## config.mk

```make
export PLATFORM = sky130hd
export DESIGN_NAME = triple_sensor_voter
export DESIGN_NICKNAME = d
export VERILOG_FILES = /design/src/design/tsv_pkg.sv /design/src/design/tsv_health.sv /design/src/design/tsv_mean.sv /design/src/design/triple_sensor_voter.sv
export SDC_FILE = /design/constraint.sdc
export NUM_CORES = 1
export LEC_CHECK = 0
export ABC_AREA = 1
export BUFFER_PORTS_ARGS = -buffer_cell sky130_fd_sc_hd__buf_2
export CAP_MARGIN = 5
export CORE_ASPECT_RATIO = 0.7
export CORE_MARGIN = 2
export CORE_UTILIZATION = 49
export CTS_CLUSTER_SIZE = 14
export DETAILED_ROUTE_END_ITERATION = 8
export GPL_ROUTABILITY_DRIVEN = 0
export PLACE_DENSITY = 0.66
export SLEW_MARGIN = 5
export SYNTH_ARGS = -nofsm -noshare
export SYNTH_HDL_FRONTEND = slang
export SYNTH_SLANG_ARGS = --single-unit
```

## constraint.sdc

```tcl
create_clock -name clk_i -period 16 [get_ports clk_i]
set_input_delay 3.2 -clock clk_i [delete_from_list [all_inputs] [get_ports clk_i]]
set_output_delay 3.2 -clock clk_i [all_outputs]
set_load 0.005 [all_outputs]
```

## src/design/tsv_pkg.sv

```systemverilog
// Shared types and constants for the triple sensor voter.
`timescale 1ns / 1ps

package tsv_pkg;

  // Fixed field widths
  localparam int unsigned ThreshWidth = 16;
  localparam int unsigned MaskWidth   = 3;
  localparam int unsigned ConfWidth   = 2;

  // Agreement threshold after reset: 2.0 in Q8.8
  localparam logic [ThreshWidth-1:0] ThreshReset = 16'd512;

  // Health mask codes, bit i set while sensor i is healthy
  localparam logic [MaskWidth-1:0] MaskAll  = 3'b111;
  localparam logic [MaskWidth-1:0] MaskAB   = 3'b011;
  localparam logic [MaskWidth-1:0] MaskBC   = 3'b110;
  localparam logic [MaskWidth-1:0] MaskAC   = 3'b101;
  localparam logic [MaskWidth-1:0] MaskNone = 3'b000;

  // Confidence of a voted result
  typedef enum logic [ConfWidth-1:0] {
    CONF_ALL  = 2'd0,
    CONF_TWO  = 2'd1,
    CONF_FAIL = 2'd2
  } conf_e;

endpackage

```

## src/design/tsv_health.sv

```systemverilog
// Health mask update: pairwise agreement checks and fault latching.
`timescale 1ns / 1ps

module tsv_health #(
  parameter int unsigned SAMPLE_WIDTH = 16
) (
  input  logic signed [SAMPLE_WIDTH-1:0]        sample_a_i,
  input  logic signed [SAMPLE_WIDTH-1:0]        sample_b_i,
  input  logic signed [SAMPLE_WIDTH-1:0]        sample_c_i,
  input  logic [tsv_pkg::ThreshWidth-1:0]       thresh_i,
  input  logic [tsv_pkg::MaskWidth-1:0]         mask_i,
  output logic [tsv_pkg::MaskWidth-1:0]         mask_o
);

  localparam int unsigned DiffW = SAMPLE_WIDTH + 1;
  localparam int unsigned CmpW  = (DiffW > tsv_pkg::ThreshWidth) ? DiffW : tsv_pkg::ThreshWidth;

  logic signed [DiffW-1:0] diff_ab, diff_bc, diff_ac;
  logic [DiffW-1:0]        abs_ab, abs_bc, abs_ac;
  logic [CmpW-1:0]         thresh_ext;
  logic                    agree_ab, agree_bc, agree_ac;

  // Form differences at full precision so nothing wraps
  assign diff_ab = DiffW'(sample_a_i) - DiffW'(sample_b_i);
  assign diff_bc = DiffW'(sample_b_i) - DiffW'(sample_c_i);
  assign diff_ac = DiffW'(sample_a_i) - DiffW'(sample_c_i);

  assign abs_ab = diff_ab[DiffW-1] ? DiffW'(-diff_ab) : DiffW'(diff_ab);
  assign abs_bc = diff_bc[DiffW-1] ? DiffW'(-diff_bc) : DiffW'(diff_bc);
  assign abs_ac = diff_ac[DiffW-1] ? DiffW'(-diff_ac) : DiffW'(diff_ac);

  // Compare magnitudes against the threshold
  assign thresh_ext = CmpW'(thresh_i);
  assign agree_ab   = CmpW'(abs_ab) <= thresh_ext;
  assign agree_bc   = CmpW'(abs_bc) <= thresh_ext;
  assign agree_ac   = CmpW'(abs_ac) <= thresh_ext;

  // Drop disagreeing sensors; one or none healthy holds the mask
  always_comb begin
    mask_o = mask_i;
    case (mask_i)
      tsv_pkg::MaskAll: begin
        if (agree_ab && agree_bc && agree_ac) begin
          mask_o = tsv_pkg::MaskAll;
        end else if (agree_ab && !agree_bc && !agree_ac) begin
          mask_o = tsv_pkg::MaskAB;
        end else if (!agree_ab && agree_bc && !agree_ac) begin
          mask_o = tsv_pkg::MaskBC;
        end else if (!agree_ab && !agree_bc && agree_ac) begin
          mask_o = tsv_pkg::MaskAC;
        end else begin
          mask_o = tsv_pkg::MaskNone;
        end
      end
      tsv_pkg::MaskBC: begin
        if (!agree_bc) mask_o = tsv_pkg::MaskNone;
      end
      tsv_pkg::MaskAC: begin
        if (!agree_ac) mask_o = tsv_pkg::MaskNone;
      end
      tsv_pkg::MaskAB: begin
        if (!agree_ab) mask_o = tsv_pkg::MaskNone;
      end
      default: begin
        mask_o = mask_i;
      end
    endcase
  end

endmodule

```

## src/design/tsv_mean.sv

```systemverilog
// Mean of the healthy samples, truncated toward zero, and confidence code.
`timescale 1ns / 1ps

module tsv_mean #(
  parameter int unsigned SAMPLE_WIDTH = 16
) (
  input  logic signed [SAMPLE_WIDTH-1:0]  sample_a_i,
  input  logic signed [SAMPLE_WIDTH-1:0]  sample_b_i,
  input  logic signed [SAMPLE_WIDTH-1:0]  sample_c_i,
  input  logic [tsv_pkg::MaskWidth-1:0]   mask_i,
  output logic signed [SAMPLE_WIDTH-1:0]  voted_o,
  output tsv_pkg::conf_e                  conf_o
);

  localparam int unsigned SumW       = SAMPLE_WIDTH + 2;
  localparam int unsigned MagW       = SAMPLE_WIDTH + 1;
  localparam int unsigned RecipShift = MagW + 1;
  localparam int unsigned ProdW      = 2 * MagW;
  // ceil(2^(MagW+1) / 3): exact quotient by 3 for any MagW-bit dividend
  localparam logic [MagW-1:0] Recip  =
    MagW'(((64'd1 << RecipShift) + 64'd2) / 64'd3);

  logic signed [SumW-1:0] term_a, term_b, term_c, sum;
  logic [SumW-1:0]        sum_abs;
  logic [MagW-1:0]        mag;
  logic [ProdW-1:0]       prod;
  logic [SAMPLE_WIDTH-1:0] quot;
  logic [1:0]             count;

  // Sum only the healthy samples
  assign term_a = mask_i[0] ? SumW'(sample_a_i) : '0;
  assign term_b = mask_i[1] ? SumW'(sample_b_i) : '0;
  assign term_c = mask_i[2] ? SumW'(sample_c_i) : '0;
  assign sum    = term_a + term_b + term_c;
  assign count  = 2'(mask_i[0]) + 2'(mask_i[1]) + 2'(mask_i[2]);

  // Divide the magnitude so the quotient truncates toward zero
  assign sum_abs = sum[SumW-1] ? SumW'(-sum) : SumW'(sum);
  assign mag     = sum_abs[MagW-1:0];
  assign prod    = ProdW'(mag) * ProdW'(Recip);

  always_comb begin
    if (count == 2'd3) begin
      quot = prod[ProdW-1:RecipShift];
    end else begin
      quot = mag[MagW-1:1];
    end
  end

  // Restore the sign; zero and failure on one or no healthy sensor
  always_comb begin
    case (count)
      2'd3: begin
        conf_o  = tsv_pkg::CONF_ALL;
        voted_o = sum[SumW-1] ? SAMPLE_WIDTH'(-quot) : quot;
      end
      2'd2: begin
        conf_o  = tsv_pkg::CONF_TWO;
        voted_o = sum[SumW-1] ? SAMPLE_WIDTH'(-quot) : quot;
      end
      default: begin
        conf_o  = tsv_pkg::CONF_FAIL;
        voted_o = '0;
      end
    endcase
  end

endmodule

```

## src/design/triple_sensor_voter.sv

```systemverilog
// Top level of the triple sensor voter: input stage, voting logic, result stage.
// An accepted request waits in the input register; the vote and mean sit between
// it and the result register, which drives the outputs. Throughput: one request
// per cycle while out_stall_i is low; the health mask updates with each vote.
// Reset: both stages empty, health mask all healthy, threshold 512 (2.0 Q8.8).
`timescale 1ns / 1ps

module triple_sensor_voter #(
  parameter int unsigned SAMPLE_WIDTH = 16
) (
  input  logic                              clk_i,
  input  logic                              rst_ni,
  // Configuration
  input  logic                              cfg_we_i,
  input  logic [tsv_pkg::ThreshWidth-1:0]   cfg_wdata_i,
  // Request channel
  input  logic                              in_valid_i,
  output logic                              in_stall_o,
  input  logic signed [SAMPLE_WIDTH-1:0]    sample_a_i,
  input  logic signed [SAMPLE_WIDTH-1:0]    sample_b_i,
  input  logic signed [SAMPLE_WIDTH-1:0]    sample_c_i,
  // Result channel
  output logic                              out_valid_o,
  input  logic                              out_stall_i,
  output logic signed [SAMPLE_WIDTH-1:0]    voted_value_o,
  output logic [tsv_pkg::ConfWidth-1:0]     confidence_o,
  output logic [tsv_pkg::MaskWidth-1:0]     healthy_mask_o
);

  logic [tsv_pkg::ThreshWidth-1:0] thresh_q;
  logic [tsv_pkg::MaskWidth-1:0]   health_q, health_d;
  logic                            in_valid_q;
  logic signed [SAMPLE_WIDTH-1:0]  sample_a_q, sample_b_q, sample_c_q;
  logic                            out_valid_q;
  logic signed [SAMPLE_WIDTH-1:0]  voted_q, voted_d;
  tsv_pkg::conf_e                  conf_q, conf_d;
  logic [tsv_pkg::MaskWidth-1:0]   mask_out_q;
  logic                            out_free, in_accept, vote_load;

  // Handshake control
  assign out_free   = !out_valid_q || !out_stall_i;
  assign vote_load  = in_valid_q && out_free;
  assign in_stall_o = in_valid_q && !out_free;
  assign in_accept  = in_valid_i && !in_stall_o;

  // Hold the agreement threshold
  always_ff @(posedge clk_i or negedge rst_ni) begin
    if (!rst_ni) begin
      thresh_q <= tsv_pkg::ThreshReset;
    end else if (cfg_we_i) begin
      thresh_q <= cfg_wdata_i;
    end
  end

  // Input stage valid
  always_ff @(posedge clk_i or negedge rst_ni) begin
    if (!rst_ni) begin
      in_valid_q <= 1'b0;
    end else if (in_accept) begin
      in_valid_q <= 1'b1;
    end else if (vote_load) begin
      in_valid_q <= 1'b0;
    end
  end

  // Capture the request samples
  always_ff @(posedge clk_i) begin
    if (in_accept) begin
      sample_a_q <= sample_a_i;
      sample_b_q <= sample_b_i;
      sample_c_q <= sample_c_i;
    end
  end

  tsv_health #(
    .SAMPLE_WIDTH(SAMPLE_WIDTH)
  ) u_health (
    .sample_a_i (sample_a_q),
    .sample_b_i (sample_b_q),
    .sample_c_i (sample_c_q),
    .thresh_i   (thresh_q),
    .mask_i     (health_q),
    .mask_o     (health_d)
  );

  tsv_mean #(
    .SAMPLE_WIDTH(SAMPLE_WIDTH)
  ) u_mean (
    .sample_a_i (sample_a_q),
    .sample_b_i (sample_b_q),
    .sample_c_i (sample_c_q),
    .mask_i     (health_d),
    .voted_o    (voted_d),
    .conf_o     (conf_d)
  );

  // Advance the health mask as each request is voted
  always_ff @(posedge clk_i or negedge rst_ni) begin
    if (!rst_ni) begin
      health_q <= tsv_pkg::MaskAll;
    end else if (vote_load) begin
      health_q <= health_d;
    end
  end

  // Result stage valid
  always_ff @(posedge clk_i or negedge rst_ni) begin
    if (!rst_ni) begin
      out_valid_q <= 1'b0;
    end else if (vote_load) begin
      out_valid_q <= 1'b1;
    end else if (!out_stall_i) begin
      out_valid_q <= 1'b0;
    end
  end

  // Capture the result
  always_ff @(posedge clk_i) begin
    if (vote_load) begin
      voted_q    <= voted_d;
      conf_q     <= conf_d;
      mask_out_q <= health_d;
    end
  end

  assign out_valid_o    = out_valid_q;
  assign voted_value_o  = voted_q;
  assign confidence_o   = conf_q;
  assign healthy_mask_o = mask_out_q;

endmodule

```

**Yosys cells after proc, flatten, opt, wreduce, memory -nomap -nowiden**

Cells that the tools add are included.

- Register bits after elaboration: 90
- Input port bits: 69
- Output and inout bits: 23
- Word-level logic and storage cells: 76

- Add/sub/neg operators: 12
- Multipliers: 1
- $lt $le $gt $ge: 3
- Eq/ne operators: 7
- Muxes and demuxes: 22
- Reduce and logical (&&, ||, !) cells: 21

Operators by type and width:

| kind | count |
|---|---|
| 17-bit two-way mux | 4 |
| 17-bit negator | 4 |
| 18-bit two-way mux | 3 |
| 17-bit by 16-bit less-or-equal comparator with 1-bit output | 3 |
| 16-bit by 16-bit subtractor with 17-bit output | 3 |
| 18-bit adder | 2 |
| 17-bit by 16-bit multiplier with 33-bit output (second input constant) | 1 |
| 16-bit two-way mux | 2 |
| 3-bit two-way mux | 7 |
| 16-bit negator | 1 |
| 3-bit one-hot mux with 4 select lines | 1 |
| 1-bit logical AND | 11 |
| 3-bit equality test (second input constant) | 3 |
| 1-bit zero test | 7 |
| 2-bit equality test (second input constant) | 2 |
| 1-bit two-way mux | 4 |
| 2-bit one-hot mux with 2 select lines | 1 |
| 3-bit by 2-bit equality test with 1-bit output (second input constant) | 1 |
| 1-bit by 1-bit adder with 2-bit output | 1 |
| 2-bit by 1-bit adder with 2-bit output | 1 |
| 2-bit by 1-bit != test with 1-bit output (second input constant) | 1 |
| 2-bit nonzero test | 1 |
| 2-bit OR reduction | 1 |
| 1-bit logical OR | 1 |

**Logic depth before layout (Yosys ltp)**

- Depth in word-level cells: 21
- Mapped depth: 90
- Gate-level depth less buffers: 89

**By module**

Synthesis repeated with hierarchy kept, for this count alone.

- Cell total of the unflattened synthesis: 2364
- Area, all modules: 16602.2 um^2

By module, submodules not included:

| module | times used | cells each | area an instance (um^2) | seq. area each (um^2) |
|---|---|---|---|---|
| tsv_mean | 1 | 1190 | 8154.1 | 0.0 |
| tsv_health | 1 | 1015 | 5524.0 | 0.0 |
| triple_sensor_voter | 1 | 159 | 2924.1 | 2602.5 |

**Least setup slack after synthesis**

Ideal clock, no wire load.

- Path kind: reg-to-reg
- Start point: register sample_a_q[0]
- End point: register voted_q[14], in the netlist voted_value_o[14] (data pin)
- Library setup time: 253 ps
- Arrival time: 11768 ps
- Data required time: 15747 ps
- Path slack: 3979 ps
- Cell stages (with the launch flop): 77
- Path buffers: 1
- Period minus slack after synthesis: 12021 ps
- Cells stage by stage: edfxtp_1 inv_1 ha_1 inv_1 fa_1 nand3_1 nand3_2 a21boi_1 o21ai_1 nand2_1 o2111ai_1 or2_2 and2_1 clkbuf_1 inv_1 nor2_1 xor2_1 inv_1 [41 not listed] a21oi_1 inv_1 a21oi_1 o21a_1 nand3b_1 nand3_1 nand2_1 inv_2 ha_1 inv_1 nor2_1 nand4_1 nand2_1 nand2_1 nor2_1 nand2_1 nand2_1 nor2_1

- Word-level cells in the longest chain between the ends: 21
- Elaborated cells between the ends (all ways): 41
- Those cells by class: 10 x add/sub; 1 x mul; 2 x order compare; 2 x eq/ne; 15 x mux; 11 x reduce/logical

RTL lines:

| what | line | source |
|---|---|---|
| from (decl) | triple_sensor_voter.sv:33 | `logic signed [SAMPLE_WIDTH-1:0] sample_a_q, sample_b_q, sample_c_q;` |
| from (signal assigned) | triple_sensor_voter.sv:69 | `sample_a_q <= sample_a_i;` |
| 16-bit by 16-bit subtractor with 17-bit output | tsv_health.sv:24 | `assign diff_ab = DiffW'(sample_a_i) - DiffW'(sample_b_i);` |
| 17-bit negator | tsv_health.sv:28 | `assign abs_ab = diff_ab[DiffW-1] ? DiffW'(-diff_ab) : DiffW'(diff_ab);` |
| 17-bit two-way mux | tsv_health.sv:28 |  |
| 17-bit by 16-bit less-or-equal comparator with 1-bit output | tsv_health.sv:34 | `assign agree_ab = CmpW'(abs_ab) <= thresh_ext;` |
| 1-bit zero test | tsv_health.sv:47, tsv_health.sv:49 |  |
| 1-bit logical AND (2 in a row) | tsv_health.sv:49 | `end else if (!agree_ab && !agree_bc && agree_ac) begin` |
| 3-bit two-way mux | tsv_health.sv:49 |  |
| 3-bit two-way mux | tsv_health.sv:47 | `end else if (!agree_ab && agree_bc && !agree_ac) begin` |
| [3 not listed] | n/a |  |
| 18-bit two-way mux | tsv_mean.sv:31 | `assign term_a = mask_i[0] ? SumW'(sample_a_i) : '0;` |
| 18-bit adder (2 in a row) | tsv_mean.sv:34 | `assign sum = term_a + term_b + term_c;` |
| 17-bit negator | tsv_mean.sv:38 | `assign sum_abs = sum[SumW-1] ? SumW'(-sum) : SumW'(sum);` |
| 17-bit two-way mux | tsv_mean.sv:38 |  |
| 17-bit by 16-bit multiplier with 33-bit output | tsv_mean.sv:40 | `assign prod = ProdW'(mag) * ProdW'(Recip);` |
| 16-bit two-way mux | tsv_mean.sv:43 | `if (count == 2'd3) begin` |
| 16-bit negator | tsv_mean.sv:55, tsv_mean.sv:59 |  |
| 16-bit two-way mux | tsv_mean.sv:55, tsv_mean.sv:59 |  |
| to (signal assigned) | triple_sensor_voter.sv:120 | `voted_q <= voted_d;` |
| to (decl) | triple_sensor_voter.sv:35 | `logic signed [SAMPLE_WIDTH-1:0] voted_q, voted_d;` |

Several ways; a longest one is shown, not always the timed one.
A chain may end at the register's enable or synchronous reset.

**Worst setup path after layout**

Ends and elaborated chain as after synthesis.

==> impl_metrics.json <==
{
  "status": "complete, no violations",
  "synth-edff-count": 69,
  "track_usage_pct": 27.76,
  "top_usage_layer": "met1",
  "first_iter_violations": 1511,
  "post_cts_resized": 0,
  "worstSetupStartpointType": "flop",
  "fp.dieH_um": 153.6,
  "hold_buffers": 0,
  "clk_pin_slew_worst_paths_ns": 0.08,
  "finalSetupViolCount": 0,
  "min_path_type": "reg -> reg",
  "avgSynthCellArea_um2": 7.515,
  "grtUsageMet2_pct": 34.83,
  "dr.pass1.iters": 6,
  "swShare_pct": 43.90,
  "ys_async_sr_fraction_pct": 23.33,
  "arrival_ns": 14.90,
  "wl_per_cell_um": 17.30,
  "numPortBuffers": 91,
  "final-hold-violation-count": 0,
  "switchingPower_uw": 441.2,
  "crit_path_max_fanout": 29,
  "cp-end-kind": "flop",
  "syn2layout_area_growth_pct": 7.957,
  "ioPinCount": 92,
  "final-max-slew-violation-count": 0,
  "cts.path.max_buffers": 2,
  "rows": 54,
  "powerDensity_nw_per_um2": 59.45,
  "cts-root-buf": "clkbuf_16",
  "yosysWarnings": 0,
  "hpwl_um": 38820,
  "p_int_uw": 563.8,
  "netlist-cell-type-count": 61,
  "yosysTopAreaCell": "ha_1",
  "grt_pass1_vias": 13111,
  "drive_above_1_share_pct": 9.491,
  "p_comb_share_pct": 49.0,
  "fin_nets": 2601,
  "seqPwrFrac_pct": 28.6,
  "routed_wl_um": 44990,
  "place_inst": 2585,
  "use_met3_pct": 9.080,
  "core_area_um2": 31280,
  "grtUsageMet1_pct": 45.26,
  "die_x_um": 217.7,
  "cts_buffers": 9,
  "seq_area_frac_synth_pct": 16.62,
  "stdcell_count": 2601,
  "yosys_register_bits": 90,
  "seq_area_um2": 2603,
  "vias": 13945,
  "fmax_ghz": 0.06778,
  "slowest_delay_ns": 0.75,
  "cp.required_ns": 16.14,
  "tightestPinTransition_ns": 1.197,
  "rsz0062_at_grt": "false",
  "vias_per_cell": 5.361,
  "skew_ns": 0.01934,
  "synth_ff_type": "edfxtp_1",
  "p_clk_share_pct": 22.4,
  "cts_setup_buffers": 0,
  "die_area_um2": 33430,
  "h-tree-depth": 3,
  "min_period_over_period_pct": 92.21,
  "antenna_found_initial": 0,
  "ant_nets": 0,
  "synthCells": 2084,
  "grt_max_degree": 49,
  "drv_cap": 0,
  "min_period_ns": 14.75,
  "cts_tree": "built",
  "post-route-drc-count": 0,
  "clock_sinks": 90,
  "p_leak_uw": 0.009460,
  "maxSlewHeadroom_pct": 19.96,
  "grt-ovfl-total": 0,
  "critical_path_class": "reg -> reg",
  "fillers": 2998,
  "multi_input_area_um2": 11270,
  "clk_latency_ns": 0.39,
  "synthTopCellsByArea": "ha_1, fa_1, edfxtp_1, inv_1, nand2_1",
  "grt_pass1_wl_um": 71630,
  "setup_tns_ns": 0,
  "start_util_pct": 50.06,
  "syn_area_um2": 15660,
  "crit_slowest_cell": "nand2_1",
  "synth_top_area_share_pct": 19.73,
  "irDropWorstVdd_v": 0.00005530,
  "syn-num-nets": 2509,
  "antenna-diode-count": 0
}
## stage by stage
step	setup WS (ns)	cell area, µm²	total power, µW	utilization (%)	hold WS [ns]
2_1_floorplan	3.979	15660	640.7	-	0.4477
3_3_place_gp	1.633	16610	758.7	53.08	0.4538
3_5_place_dp	1.486	16610	769.7	53.08	0.4599
4_1_cts	1.417	16910	1000	54.05	0.4774
5_1_grt	0.09373	16910	1084	54.05	0.5074
6_report	1.246	16910	1005	54.05	0.4778
## sequential cells by signal, indices dropped and copies added, names as in the netlist
register,count
out_valid_o,1
sample_b_q,16
confidence_o,2
in_valid_q,1
sample_a_q,16
health_q,3
healthy_mask_o,3
sample_c_q,16
voted_value_o,16
thresh_q,16
## per-layer routing
layer,wire length (µm),vias to the layer above
met5,0,-
met4,439,0
met3,5524,37
met2,16140,605
met1,22880,6463
li1,-,6840
## layout make-up
class | count | share of cell area, %
clock buffers | 9 | 1.332
clock inverters | 7 | 0.4514
inverters | 457 | 10.25
multi-input cells | 1524 | 66.64
flip-flops and latches | 90 | 15.39
well taps | 420 | 3.108
repair buffers | 94 | 2.827
## power by group through the flow
stage / Clock [µW] / Sequential (µW) / Combinational (µW)
finish: 226 / 287 / 493
global route: 241 / 289 / 555
CTS: 232 / 287 / 481
detailed placement: 0 / 291 / 478
global placement: 0 / 292 / 467
floorplan: 0 / 286 / 355
## cell usage after synthesis, types with 8 or more instances
cell type and instances:
o21a_1 8, nor2_1 171, a31oi_1 8, dfrtp_1 17, nand2_2 32, nor2_2 8, nand2_1 400, xnor2_1 32
ha_1 247, nand3_1 92, nand3b_1 8, nor3_1 26, edfxtp_1 69, xor2_1 66, nand4_1 31, inv_1 447
o21ai_0 61, a21oi_1 123, fa_1 109
## worst max-delay path: cells and delay by family (launching register included)
kind / cells / cell delay [ns]
DFF: 1 / 0.44
xor gates and xnor gates: 2 / 0.43
and+or+nand+nor: 34 / 4.75
buffers and inverters: 12 / 1.53
adders and majority gates: 14 / 5.64
AOI/OAI and AO/OA: 10 / 1.71
## path summary, 6_finish.rpt
| check | start | to | slack (ns) | cells past startpoint |
|---|---|---|---|---|
| max in group asynchronous | rst_ni | health_q[1] | 12.84 | 1 |
| max reg2reg | sample_a_q[0] | voted_value_o[14] | 1.25 | 72 |
| max | sample_a_q[0] | voted_value_o[14] | 1.25 | 72 |
| min in group asynchronous | rst_ni | thresh_q[5] | 2.79 | 1 |
| min reg2reg | in_valid_q | out_valid_o | 0.48 | 2 |
| min | in_valid_q | out_valid_o | 0.48 | 2 |
## placed cells by master (no fill, tap or decap), types with 4 or more instances in the layout
master,n
and2_1,4
xor2_1,66
o31ai_1,6
edfxtp_1,69
clkbuf_16,9
xnor2_1,32
o21a_1,8
dfrtp_1,17
inv_2,6
nand3b_1,8
inv_8,5
or2_2,5
a21o_1,6
a211oi_1,7
nor2_2,8
nand2_2,32
nand4_1,31
nor3_1,26
o21ai_1,7
fa_1,109
a21oi_2,4
nand2_1,400
buf_2,91
dfstp_2,4
nor2_1,171
o21ai_2,7
a21oi_1,123
a31oi_1,8
inv_1,446
nand2_4,4
nand3_1,92
o21ai_0,61
and3_1,5
nand3_2,6
o21bai_1,5
ha_1,247
## cells by family (layout without fill, tap and decap cells)
logic type	Yosys count	in the layout	share of synthesized area, %
compound gates	262	262	9.747
buf+inv	470	567	11.44
fa+ha+maj	356	356	33.67
mux	1	1	0.07190
flops	90	90	16.62
xor+xnor	103	103	6.000
simple gates	802	802	22.46
No activity file was read; power rests on OpenSTA's default activity.
